### src/sv/efr_pkg.sv
`default_nettype none

package efr_pkg;

  // Configuration register indexes.
  typedef enum logic [2:0] {
    REG_START_BYTE    = 3'd0,
    REG_END_BYTE      = 3'd1,
    REG_ESCAPE_BYTE   = 3'd2,
    REG_ESC_END_CODE  = 3'd3,
    REG_ESC_ESC_CODE  = 3'd4,
    REG_MAX_FRAME     = 3'd5
  } cfg_idx_e;

  localparam logic [7:0] START_BYTE_RST   = 8'd192;
  localparam logic [7:0] END_BYTE_RST     = 8'd192;
  localparam logic [7:0] ESCAPE_BYTE_RST  = 8'd219;
  localparam logic [7:0] ESC_END_CODE_RST = 8'd220;
  localparam logic [7:0] ESC_ESC_CODE_RST = 8'd221;
  localparam logic [7:0] MAX_FRAME_RST    = 8'd64;

  localparam logic [7:0] CHK_INVERT       = 8'hFF;
  localparam logic [7:0] LEN_MAX          = 8'hFF;

  localparam logic KIND_BYTE  = 1'b0;
  localparam logic KIND_FRAME = 1'b1;

  typedef struct packed {
    logic       kind;
    logic [7:0] byte_value;
    logic [7:0] byte_position;
    logic       checksum_ok;
    logic [7:0] frame_length;
    logic       restarted;
  } result_t;

endpackage

`default_nettype wire

### src/sv/escaped_frame_receiver_unit.sv
`default_nettype none

// Escaped frame receiver: takes one raw link byte per word on the input
// channel, undoes byte stuffing and gives at most one result word per byte,
// either a stored byte with its position or a frame-complete word with the
// length and the sum checksum verdict. Each byte is handled by the logic in
// front of the result register, so one byte is taken per clock as long as
// the result register is empty or being read in the same cycle; an output
// stall holds off the input. Configuration registers are written through the
// plain write port; the user must write them only while the block is idle, as the block itself does not enforce this.
module escaped_frame_receiver_unit
  import efr_pkg::*;
(
  input  wire logic       clk_i,
  input  wire logic       rst_ni,

  input  wire logic       cfg_we_i,
  input  wire logic [2:0] cfg_idx_i,
  input  wire logic [7:0] cfg_data_i,

  input  wire logic       in_valid_i,
  output logic            in_ready_o,
  input  wire logic [7:0] rx_byte_i,

  output logic            out_valid_o,
  input  wire logic       out_ready_i,
  output logic            kind_o,
  output logic [7:0]      byte_value_o,
  output logic [7:0]      byte_position_o,
  output logic            checksum_ok_o,
  output logic [7:0]      frame_length_o,
  output logic            restarted_o
);

  logic [7:0] start_byte_q, end_byte_q, escape_byte_q;
  logic [7:0] esc_end_code_q, esc_esc_code_q, max_frame_q;

  logic [7:0] count_q, count_d;
  logic       esc_pend_q, esc_pend_d;
  logic [7:0] sum_q, sum_d;
  logic [7:0] last_q, last_d;

  logic       out_valid_q;
  result_t    res_q, res_d;
  logic       has_res;
  logic       accept;

  logic [7:0] ubyte;
  logic [7:0] pos;
  logic       restart;
  logic [7:0] part_sum;

  assign in_ready_o = !out_valid_q || out_ready_i;
  assign accept     = in_valid_i && in_ready_o;

  // Configuration registers.
  always_ff @(posedge clk_i or negedge rst_ni) begin
    if (!rst_ni) begin
      start_byte_q   <= START_BYTE_RST;
      end_byte_q     <= END_BYTE_RST;
      escape_byte_q  <= ESCAPE_BYTE_RST;
      esc_end_code_q <= ESC_END_CODE_RST;
      esc_esc_code_q <= ESC_ESC_CODE_RST;
      max_frame_q    <= MAX_FRAME_RST;
    end else if (cfg_we_i) begin
      unique case (cfg_idx_i)
        REG_START_BYTE:   start_byte_q   <= cfg_data_i;
        REG_END_BYTE:     end_byte_q     <= cfg_data_i;
        REG_ESCAPE_BYTE:  escape_byte_q  <= cfg_data_i;
        REG_ESC_END_CODE: esc_end_code_q <= cfg_data_i;
        REG_ESC_ESC_CODE: esc_esc_code_q <= cfg_data_i;
        REG_MAX_FRAME:    max_frame_q    <= cfg_data_i;
        default: ;
      endcase
    end
  end

  // Per-byte decode.
  always_comb begin
    count_d  = count_q;
    esc_pend_d = esc_pend_q;
    sum_d    = sum_q;
    last_d   = last_q;
    res_d    = '0;
    has_res  = 1'b0;

    if (esc_pend_q && rx_byte_i == esc_end_code_q) begin
      ubyte = end_byte_q;
    end else if (esc_pend_q && rx_byte_i == esc_esc_code_q) begin
      ubyte = escape_byte_q;
    end else begin
      ubyte = rx_byte_i;
    end
    restart  = (count_q >= max_frame_q);
    pos      = restart ? 8'd0 : count_q;
    part_sum = sum_q - last_q;

    if (count_q == 8'd0 && rx_byte_i != start_byte_q) begin
      esc_pend_d = 1'b0;
    end else if (rx_byte_i == escape_byte_q) begin
      esc_pend_d = (count_q != 8'd0);
    end else if (count_q > 8'd1 && rx_byte_i == end_byte_q) begin
      // The escape flag deliberately survives a frame close.
      has_res            = 1'b1;
      res_d.kind         = KIND_FRAME;
      res_d.checksum_ok  = ((part_sum ^ CHK_INVERT) == last_q);
      res_d.frame_length = (count_q == LEN_MAX) ? LEN_MAX : count_q + 8'd1;
      count_d            = 8'd0;
    end else begin
      esc_pend_d          = 1'b0;
      sum_d               = (pos == 8'd0) ? 8'd0 : sum_q + ubyte;
      last_d              = ubyte;
      count_d             = pos + 8'd1;
      has_res             = 1'b1;
      res_d.kind          = KIND_BYTE;
      res_d.byte_value    = ubyte;
      res_d.byte_position = pos;
      res_d.restarted     = restart;
    end
  end

  always_ff @(posedge clk_i or negedge rst_ni) begin
    if (!rst_ni) begin
      count_q     <= 8'd0;
      esc_pend_q  <= 1'b0;
      sum_q       <= 8'd0;
      last_q      <= 8'd0;
      out_valid_q <= 1'b0;
    end else begin
      if (accept) begin
        count_q    <= count_d;
        esc_pend_q <= esc_pend_d;
        sum_q      <= sum_d;
        last_q     <= last_d;
      end
      if (accept && has_res) begin
        out_valid_q <= 1'b1;
      end else if (out_ready_i) begin
        out_valid_q <= 1'b0;
      end
    end
  end

  always_ff @(posedge clk_i) begin
    if (accept && has_res) begin
      res_q <= res_d;
    end
  end

  assign out_valid_o     = out_valid_q;
  assign kind_o          = res_q.kind;
  assign byte_value_o    = res_q.byte_value;
  assign byte_position_o = res_q.byte_position;
  assign checksum_ok_o   = res_q.checksum_ok;
  assign frame_length_o  = res_q.frame_length;
  assign restarted_o     = res_q.restarted;

endmodule

`default_nettype wire

### config.mk
export PLATFORM = sky130hd
export DESIGN_NAME = escaped_frame_receiver_unit
export DESIGN_NICKNAME = d
export VERILOG_FILES = /design/src/sv/efr_pkg.sv /design/src/sv/escaped_frame_receiver_unit.sv
export SDC_FILE = /design/constraint.sdc
export NUM_CORES = 1
export LEC_CHECK = 0
export BUFFER_PORTS_ARGS = -buffer_cell sky130_fd_sc_hd__clkbuf_2
export CORE_MARGIN = 4
export CORE_UTILIZATION = 60
export DETAILED_ROUTE_END_ITERATION = 7
export PLACE_DENSITY_LB_ADDON = 0.2
export SLEW_MARGIN = 20
export SYNTH_ARGS = -nofsm -noshare
export SYNTH_HDL_FRONTEND = slang
export SYNTH_SLANG_ARGS = --single-unit
### constraint.sdc
create_clock -name clk_i -period 4.54 [get_ports clk_i]
set_clock_uncertainty 0.15 [all_clocks]
set_input_delay 0.227 -clock clk_i [delete_from_list [all_inputs] [get_ports clk_i]]
set_output_delay 0.227 -clock clk_i [all_outputs]
set_load 0.01 [all_outputs]
==> impl_results.md, run 1 <==
- Unrepaired setup endpoints after global routing: no
- Pre-CTS WS: 0.809 ns
- Final setup margin: 0.736 ns
- Max VDD drop: between 0.2 and 0.3 mV
- Total negative setup slack: 0 ns
- Nets@finish: 599
- Final core occ: 0.680
- RR Endpoint: sum_q[7]
- Worst EP required: 4.65 ns
- Setup Crit Path Kind: reg -> reg
- # rows: 35
- Remaining antenna violation count: 0
- Clk pin slew, worst setup/hold paths: around 0.10 ns
- Port Buffers: 52
- CORE AREA: 9280 um2
- Power Total: about 3.7 mW
- Total track usage: 0.224
- Period utilization: 0.838
- Via Count: 3838
- Tmin final: 3.80 ns
- CTS Buf Count: 9
- Crit path DAT: 3.91 ns
- Initial antenna violation count: 0
- Post-Syn Area: 5750 um2
- CP Launch Type: register
- Yosys reg bits: 100
- Largest cells by area after synthesis: dfrtp_1 22%, edfxtp_1 14%, mux2_2 11%, dfstp_2 10%, ha_1 5.9%
- Detailed Place HPWL: between 8000 and 9000 um
- CTS max path bufs: 2
- Ys flop type: dfrtp_1
- Outcome: finished, final reports clean
- R2R Setup Slk: 0.74 ns
- CTS Sinks: 100
- R2R depth: 14
- Die area: 11200 um2
- Total gr overflow: 0
- Worst Setup End Kind: register
- Die Span Y: ~110 um
- Slew headroom: 0.291
- Max-Cap Viols: 0
- Post-synth EDFFs: 27
- Register area share after synthesis: 0.464
- Worst Hold Launch: out_ready_i
- WL/cell: between 15 and 20 um
- Die Wd: 106 um
- WHS Endpoint: out_valid_o
- CTS Root Cell: clkbuf_8
- Largest net degree at the start of global routing: 38
- Tightest Pin Transition: 1.06 ns
- Number of global-route vias before repair: a little under 4000
- Most common cell after layout, fill and taps aside: mux2_2
- P_leak: between 2 and 3 nW
- Post-synth top area share: 0.222
- Setup Buffers After CTS: 0
- RePlAce Congestion: between 0.8 and 0.9
- Avg Inst Size Synth: approximately 12 um2
- N_diodes: 0
- Hold path cells: 3
- Final setup fails: 0
- Reg-to-reg startpoint: esc_esc_code_q[7]
- Synth unique cells: 58
- Final Instance Area: 6310 um2
- Io pins: 53
- Share of cells above drive strength 1: 0.301
- DRT Pass-1 Iters: 4
- CTS tree: yes
- Hold Violations, Final: 0
- Detailed Route WL: about 12000 um
- Placed Instances: roughly 660
- Worst Path Max Fanout: 9
- Worst-Skew Late Latency: 0.37 ns
- Commonest non-fill, non-tap cells in the layout: 54 x mux2_2, 51 x dfrtp_1, 51 x clkbuf_2
- Async SR Flop Fraction: 0.730
- Synth area leader: dfrtp_1
- Routed vias/inst: 5.64
- Type of the most critical hold path: in -> reg
- Post-route insts no fill: 680
- Initial Util: 0.619
- Final hold slack: 0.0489 ns
- Remaining DRCs: 0
- Placed cell area: 6090 um2
- Fmax: 263 MHz
- Pwr/cell area: 588 nW/um2
- Syn nets: about 550
- Area added between synthesis and finish: 9.89%
- Ys Warns: 0
- First-pass GRT wire length: 19800 um
- Post-synthesis instance total: 499
- H-tree depth: 3
- Slew Limit Fails: 0
- DR iter-0 viols: 135
-- worst max-delay path, stage by stage (launching register included) --
cell and delay (ns):
dfstp_2 0.55, xnor2_1 0.11, nand3_1 0.10, nor3_1 0.19
buf_4 0.23, mux2i_1 0.09, o21ai_0 0.53, ha_1 0.36
a211oi_1 0.27, nor2_1 0.11, o21ai_0 0.27, a21o_1 0.16
o2111ai_1 0.13, and3_1 0.18, a221o_1 0.26
-- state kept, by name (all words and copies together), names as in the netlist, 7 cells and up --
name,flops
byte_position_o,8
byte_value_o,8
count_q,8
end_byte_q,8
esc_end_code_q,8
esc_esc_code_q,8
escape_byte_q,8
frame_length_o,8
max_frame_q,8
start_byte_q,8
sum_q,8
last_q,7
-- layout make-up --
type | count | area [um2]
clock buffer | 9 | 124
clock inverter | 7 | 87.6
sequential | 100 | 2670
tap | 129 | 161
inverter | 30 | 118
fill | 724 | 2970
multi-input combinational | 346 | 2840
timing repair buffer | 59 | 315
-- metal layers --
layer / wire length, um / vias to the layer above / GRT usage
li1: - / 1868 / -
met1: 5660 / 1876 / 0.312
met2: 5600 / 76 / 0.367
met3: 352 / 18 / 0.0300
met4: 236 / 0 / 0.0657
met5: 0 / - / 0
-- how the worst max path moves through the flow --
| stage | start | depth (start not counted) | slack, ns | endpoint |
|---|---|---|---|---|
| floorplan | esc_end_code_q[7] | 14 | 1.30 | sum_q[7] |
| global placement | esc_esc_code_q[0] | 14 | 0.88 | sum_q[7] |
| detailed placement | esc_esc_code_q[7] | 14 | 0.81 | sum_q[7] |
| CTS | esc_esc_code_q[7] | 16 | 0.75 | sum_q[6] |
| global route | esc_esc_code_q[2] | 14 | 0.46 | sum_q[7] |
| finish | esc_esc_code_q[7] | 14 | 0.74 | sum_q[7] |
-- timing repair --
action / 4_1_cts / 5_1_grt
hold endpoints to repair: 22 / 0
hold buffers: 1 / 0
gates resized for setup: 0 / 0
-- report_power, final --
group | internal (mW) | switching [mW] | total, mW
sequential | 1.26 | 0.211 | 1.47
combinational | 0.693 | 0.936 | 1.63
clock | 0.270 | 0.345 | 0.615
-- cells in the mapped netlist, types with 3 or more instances --
library cell,n
a211oi_1,3
o31ai_1,5
nand2_1,32
buf_6,3
nand4_1,4
nor4_1,6
buf_2,9
mux2_2,54
and3_1,11
nor3_1,7
nor2_1,15
inv_1,29
xor2_1,31
o21ai_0,23
a21o_1,9
dfrtp_1,51
nand2b_1,5
nand3_1,7
ha_1,27
dfstp_2,22
a31oi_1,3
xnor2_1,25
a21oi_1,18
and2_1,9
o22ai_1,3
mux2i_1,8
nor2b_1,7
clkbuf_1,9
edfxtp_1,27
-- cells by family after synthesis --
logic type	after synthesis	share of synthesized area
fa+ha+maj	29	0.0658
buf+inv	53	0.0427
mux	63	0.122
simple gates	116	0.115
compound gates	80	0.100
flops	100	0.464
xor+xnor	58	0.0910
Power figures use the tool's default switching activity.
==> run 2: changes to the inputs <==
Clock period 4.54 ns to 3.6 ns, I/O delays scaled along.
==> impl_results.md, run 2 (same netlist as run 1, synthesis figures left out) <==
- Area added between synthesis and finish: 11.5% (was 9.89%)
- Initial Util: 0.619 (unchanged)
- Fmax: 304 MHz (was 263 MHz)
- CP Launch Type: register (unchanged)
- Total negative setup slack: 0 ns (unchanged)
- Crit path DAT: 3.40 ns (was 3.91 ns)
- Largest net degree at the start of global routing: 31 (was 38)
- CTS Buf Count: 9 (unchanged)
- Setup Crit Path Kind: reg -> reg (unchanged)
- Outcome: finished, final reports clean (unchanged)
- Post-route insts no fill: 691 (was 680)
- First-pass GRT wire length: 19400 um (was 19800 um)
- Remaining antenna violation count: 0 (unchanged)
- Detailed Route WL: 11600 um (was 11900 um)
- Tightest Pin Transition: 1.16 ns (was 1.06 ns)
- R2R depth: 16 (was 14)
- Total gr overflow: 0 (unchanged)
- Die Wd: 106 um (unchanged)
- CP startpoint: esc_esc_code_q[7] (unchanged)
- Via Count: 3848 (was 3838)
- Commonest non-fill, non-tap cells in the layout: 54 x mux2_2, 51 x dfrtp_1, 51 x clkbuf_2 (unchanged)
- Hold path cells: 2 (was 3)
- Io pins: 53 (unchanged)
- CTS max path bufs: 2 (unchanged)
- Port Buffers: 52 (unchanged)
- DRT Pass-1 Iters: 4 (unchanged)
- CTS tree: yes (unchanged)
- Tmin final: 3.29 ns (was 3.80 ns)
- Hold Violations, Final: 0 (unchanged)
- Remaining DRCs: 0 (unchanged)
- RR Endpoint: sum_q[6] (was sum_q[7])
- Period utilization: 0.913 (was 0.838)
- Type of the most critical hold path: in -> reg (unchanged)
- Final setup fails: 0 (unchanged)
- WL/cell: 16.8 um (was 17.4 um)
- Share of cells above drive strength 1: 0.320 (was 0.301)
- N_diodes: 0 (unchanged)
- Routed vias/inst: 5.57 (was 5.64)
- Setup crit end: sum_q[6] (was sum_q[7])
- Worst-Skew Late Latency: 0.36 ns (was 0.37 ns)
- Total track usage: 0.218 (was 0.224)
- Slew Limit Fails: 0 (unchanged)
- DR iter-0 viols: 106 (was 135)
- Max VDD drop: 0.315 mV (was 0.284 mV)
- Worst Path Max Fanout: 6 (was 9)
- WL met2: 5740 um (was 5600 um)
- H-tree depth: 3 (unchanged)
- Worst Setup End Kind: register (unchanged)
- WL met1: 5210 um (was 5660 um)
- Placed Instances: 673 (was 663)
- Power Total: 4.60 mW (was 3.71 mW)
- Wire length on met3: 430 um (was 352 um)
- Nets@finish: 610 (was 599)
- # rows: 35 (unchanged)
- Reg-to-reg startpoint: esc_esc_code_q[7] (unchanged)
- CTS Root Cell: clkbuf_8 (unchanged)
- Pwr/cell area: 718 nW/um2 (was 588 nW/um2)
- Die area: 11200 um2 (unchanged)
- Top routing layer in use: met4 (unchanged)
- Slew headroom: 0.220 (was 0.291)
- CORE AREA: 9280 um2 (unchanged)
- R2R Setup Slk: 0.31 ns (was 0.74 ns)
- Clk pin slew, worst setup/hold paths: 0.10 ns (about the same)
- Detailed Place HPWL: 8970 um (was 8710 um)
- CTS Sinks: 100 (unchanged)
- Worst EP required: 3.71 ns (was 4.65 ns)
- Most common cell after layout, fill and taps aside: mux2_2 (unchanged)
- Final hold slack: 0.0136 ns (was 0.0489 ns)
- Unrepaired setup endpoints after global routing: no (unchanged)
- RePlAce Congestion: 0.828 (was 0.825)
- Number of global-route vias before repair: 3868 (was 3950)
- P_leak: 2.74 nW (was 2.69 nW)
- Die Span Y: 106 um (unchanged)
- Initial antenna violation count: 0 (unchanged)
- Max-Cap Viols: 0 (unchanged)
==> run 2: changes by cell type in the layout (fill, tap and decap cells not counted), moves of 2 or more <==
cell      before  now
o21ai_0       23   18
buf_12         0    2
buf_4          6   15
o21ai_2        0    3
clkinv_4       1    3
o21ai_1        1    3
==> run 2: timing repair <==
item                       4_1_cts  5_1_grt
setup endpoints to repair        0        2
hold endpoints to repair        26        0
buffers inserted                 0        1
hold buffers                     1        0
resized for setup                0       10
==> run 2: layer usage <==
| layer | track usage | vias up |
|---|---|---|
| li1 | - | 1883 |
| met3 | 0.0331 | 17 |
| met1 | 0.291 | 1869 |
| met5 | 0 | - |
| met4 | 0.0712 | 0 |
| met2 | 0.367 | 79 |
==> run 2: cell type report <==
cell class	count	area (um2)
clock inverter	7	58.8
fill	705	2880
multi-input combinational	346	2860
timing repair buffer	70	423
clock buffer	9	124
sequential	100	2670
inverter	30	118
tap	129	161
==> run 2: per-stage QoR <==
stage | util | setup WS, ns | instance area, um2
2_1_floorplan | - | 0.364 | 5750
3_3_place_gp | 0.665 | 0.119 | 6170
3_5_place_dp | 0.665 | 0.0426 | 6170
4_1_cts | 0.686 | 0.0146 | 6370
5_1_grt | 0.690 | 0.0147 | 6410
6_report | 0.690 | 0.312 | 6410
==> run 2: worst min path at each step <==
| stage | from | to | slack [ns] |
|---|---|---|---|
| 2_1_floorplan | rst_ni | count_q[0] | -0.27 |
| 3_3_place_gp | rst_ni | max_frame_q[5] | 0.13 |
| 3_5_place_dp | rst_ni | max_frame_q[5] | 0.13 |
| 4_1_cts | cfg_data_i[3] | max_frame_q[3] | 0.006 |
| 5_1_grt | cfg_data_i[3] | max_frame_q[3] | 0.01 |
| 6_report | cfg_data_i[3] | max_frame_q[3] | 0.01 |
==> run 2: worst max-delay path, stage by stage (launching register included) <==
cell and delay (ns):
dfstp_2 0.55, xnor2_1 0.11, nand3_1 0.11, nor3_2 0.16, buf_4 0.20, mux2i_1 0.10
o21ai_2 0.17, ha_1 0.21, inv_1 0.06, fa_1 0.37, nor2b_1 0.19, o21ai_0 0.11
nand2b_1 0.13, a21o_1 0.13, a21oi_1 0.07, xor2_1 0.14, o31ai_1 0.24
==> run 2: power breakdown <==
group	internal [mW]	switching, mW
Sequential	1.59	0.249
Clock	0.263	0.402
Combinational	0.908	1.19
Total	2.76	1.84
==> run 3: changes to the inputs <==
Settings changed: ABC_AREA from default to 1, SLEW_MARGIN 20 to 10.
==> impl_results.md, run 3 <==
- Outcome: finished, final reports clean (unchanged)
- Commonest non-fill, non-tap cells in the layout: 169 x nand2_1, 84 x inv_1, 62 x o21ai_0 (was 54 x mux2_2, 51 x dfrtp_1, 51 x clkbuf_2)
- Remaining antenna violation count: 0 (unchanged)
- Via Count: 4717 (was 3848)
- Worst path top cell family by delay: simple AND/OR/NAND/NOR gates (was compound AO/OA/AOI/OAI gates)
- Synth unique cells: 46 (was 58)
- CTS tree: yes (unchanged)
- Combinational share of power: 0.451 (was 0.456)
- Sequential Power Share: 0.400 (was 0.399)
- Max-Cap Viols: 0 (unchanged)
- CTS max path bufs: 2 (unchanged)
- P_leak: 3.08 nW (was 2.74 nW)
- WL/cell: 14.6 um (was 16.8 um)
- WHS Endpoint: escape_byte_q[3] (was max_frame_q[3])
- Routed vias/inst: 5.38 (was 5.57)
- RePlAce Congestion: 0.877 (was 0.828)
- # rows: 35 (unchanged)
- H-tree depth: 3 (unchanged)
- Register Area: 2670 um2 (unchanged)
- Slew Limit Fails: 0 (unchanged)
- Number of global-route vias before repair: 4652 (was 3868)
- Pwr/cell area: 711 nW/um2 (was 718 nW/um2)
- Syn nets: 747 (was 552)
- Worst path slowest cell: dfstp_2 (unchanged)
- Die Span Y: 107 um (was 106 um)
- Sw Pwr: 1.93 mW (was 1.84 mW)
- Worst Setup End Kind: register (unchanged)
- CORE AREA: 9420 um2 (was 9280 um2)
- Hold path cells: 3 (was 2)
- N_diodes: 0 (unchanged)
- Die Wd: 107 um (was 106 um)
- Final core occ: 0.681 (was 0.690)
- Largest net degree at the start of global routing: 41 (was 31)
- Setup Buffers After CTS: 0 (unchanged)
- CP Launch Type: register (unchanged)
- CTS Root Cell: clkbuf_8 (unchanged)
- Post-synthesis instance total: 694 (was 499)
- Buf+Inv Stages, Crit Path: 1 (was 2)
- Largest cells by area after synthesis: dfrtp_1 22%, edfxtp_1 14%, nand2_1 11%, dfstp_2 9.8%, ha_1 5.7% (was dfrtp_1 22%, edfxtp_1 14%, mux2_2 11%, dfstp_2 10%, ha_1 5.9%)
- Total gr overflow: 0 (unchanged)
- Switch share: 0.423 (was 0.400)
- Max VDD drop: 0.312 mV (was 0.315 mV)
- Int Power: 2.63 mW (was 2.76 mW)
- Tightest Pin Transition: 0.836 ns (was 1.16 ns)
- Ys flop type: dfrtp_1 (unchanged)
- Setup Crit Path Kind: reg -> reg (unchanged)
- Port Buffers: 52 (unchanged)
- Filler cells: 784 (was 705)
- Total negative setup slack: 0 ns (unchanged)
- Post-Syn Area: 5900 um2 (was 5750 um2)
- Clk pin slew, worst setup/hold paths: 0.11 ns (was 0.10 ns)
- Crit path DAT: 3.37 ns (was 3.40 ns)
- Die area: 11500 um2 (was 11200 um2)
- DR iter-0 viols: 256 (was 106)
- Type of the most critical hold path: in -> reg (unchanged)
- Top cells by count, synth: 169 x nand2_1, 84 x inv_1, 62 x o21ai_0 (was 54 x mux2_2, 51 x dfrtp_1, 32 x nand2_1)
- First-pass GRT wire length: 21800 um (was 19400 um)
- R2R Setup Slk: 0.35 ns (was 0.31 ns)
- Async SR Flop Fraction: 0.730 (unchanged)
- Worst EP required: 3.72 ns (was 3.71 ns)
- Synth area leader: dfrtp_1 (unchanged)
- Hold Violations, Final: 0 (unchanged)
- Share of cells above drive strength 1: 0.185 (was 0.320)
- Avg Inst Size Synth: 8.50 um2 (was 11.5 um2)
- Clock share of power: 0.149 (was 0.144)
- CP cell instances: xor2_1, nor2_1, nand3_2, o21ai_1, inv_1, ha_1, nand3_1, nand2_1, a21oi_1, o21ai_0, or2_2, nand3_1, nand2_1 (was xnor2_1, nand3_1, nor3_2, buf_4, mux2i_1, o21ai_2, ha_1, inv_1, fa_1, nor2b_1, o21ai_0, nand2b_1, a21o_1, a21oi_1, xor2_1, o31ai_1)
- Ys Warns: 0 (unchanged)
- Nets@finish: 795 (was 610)
- Max stage delay on crit path: 0.55 ns (about the same)
- RR Endpoint: sum_q[5] (was sum_q[6])
- DRT Pass-1 Iters: 5 (was 4)
- Worst Path Max Fanout: 16 (was 6)
- Total track usage: 0.241 (was 0.218)
- Most common cell in the netlist: nand2_1 (was mux2_2)
- Post-synth EDFFs: 27 (unchanged)
- Detailed Route WL: 12800 um (was 11600 um)
- Period utilization: 0.903 (was 0.913)
- Reg-to-reg startpoint: esc_end_code_q[2] (was esc_esc_code_q[7])
- Post-synth top area share: 0.216 (was 0.222)
- Worst-Skew Late Latency: 0.38 ns (was 0.36 ns)
- Register area share after synthesis: 0.452 (was 0.464)
- Area added between synthesis and finish: 8.67% (was 11.5%)
- CTS Buf Count: 9 (unchanged)
- Multi-input gate area in the final layout: 2740 um2 (was 2860 um2)
- Unrepaired setup endpoints after global routing: no (unchanged)
- Yosys reg bits: 100 (unchanged)
- Worst Hold Launch: cfg_data_i[3] (unchanged)
- Io pins: 53 (unchanged)
- Tmin final: 3.25 ns (was 3.29 ns)
- CTS Sinks: 100 (unchanged)
- Final setup fails: 0 (unchanged)
- Most common cell after layout, fill and taps aside: nand2_1 (was mux2_2)
- Remaining DRCs: 0 (unchanged)
- R2R depth: 13 (was 16)
- Initial Util: 0.627 (was 0.619)
- Slew headroom: 0.441 (was 0.220)
- Fmax: 308 MHz (was 304 MHz)
- Initial antenna violation count: 0 (unchanged)
- Detailed Place HPWL: 9710 um (was 8970 um)
## run 3: area by class of cell
type                    count  area share
multi-input cells         479       0.427
clock buffers              10      0.0199
well taps                 129      0.0252
flip-flops and latches    100       0.416
clock inverters             6     0.00859
repair buffers             57      0.0476
inverters                  95      0.0558
## run 3: power by group through the flow
| stage | Sequential [mW] | Combinational [mW] | Clock [mW] |
|---|---|---|---|
| after floorplan | 1.84 | 1.53 | 0 |
| after global placement | 1.83 | 1.96 | 0 |
| after detailed placement | 1.85 | 2.04 | 0 |
| after CTS | 1.82 | 2.06 | 0.694 |
| after global routing | 1.87 | 2.34 | 0.736 |
| final | 1.83 | 2.06 | 0.679 |
## run 3: kinds of logic after synthesis
group | Yosys count | share of synthesized area
fa+ha+maj | 29 | 0.0640
buf+inv | 115 | 0.0840
xor+xnor | 40 | 0.0617
compound gates | 119 | 0.118
simple gates | 291 | 0.221
flops | 100 | 0.452
## run 3: routing by layer
| layer | vias to the layer above | part of all wire | global-route usage |
|---|---|---|---|
| met5 | - | 0 | 0 |
| met4 | 0 | 0.046 | 0.133 |
| met1 | 2146 | 0.43 | 0.319 |
| li1 | 2350 | - | - |
| met3 | 39 | 0.064 | 0.0289 |
| met2 | 182 | 0.46 | 0.384 |
## run 3: worst min-delay path, delay by kind of cell
family | cells | cell delay, ns
buf+inv | 2 | 0.25
compound gates | 1 | 0.13
## run 3: how the worst max path moves through the flow
| stage | start | end | slack (ns) | cells past startpoint |
|---|---|---|---|---|
| after floorplan | esc_esc_code_q[3] | sum_q[6] | 0.77 | 23 |
| after global placement | esc_end_code_q[6] | sum_q[6] | 0.53 | 17 |
| after detailed placement | esc_end_code_q[2] | sum_q[5] | 0.40 | 13 |
| after CTS | esc_end_code_q[6] | sum_q[5] | 0.38 | 14 |
| after global routing | esc_end_code_q[2] | sum_q[5] | 0.002 | 13 |
| final | esc_end_code_q[2] | sum_q[5] | 0.35 | 13 |
## run 3: timing repair
item | CTS | global route
hold buffers | 3 | 0
resized for setup | 0 | 0
endpoints found under the hold margin | 55 | 0
## run 3: stage by stage
stage	instances	cell area, um2	hold slack [ns]	power (mW)	setup slack, ns
2_1_floorplan	694	5900	-0.266	3.37	0.771
3_3_place_gp	857	6200	0.0930	3.79	0.526
3_5_place_dp	857	6200	0.107	3.89	0.401
4_1_cts	876	6410	0.00201	4.58	0.383
5_1_grt	876	6410	0.0395	4.95	0.00205
6_report	876	6410	0.0219	4.56	0.351
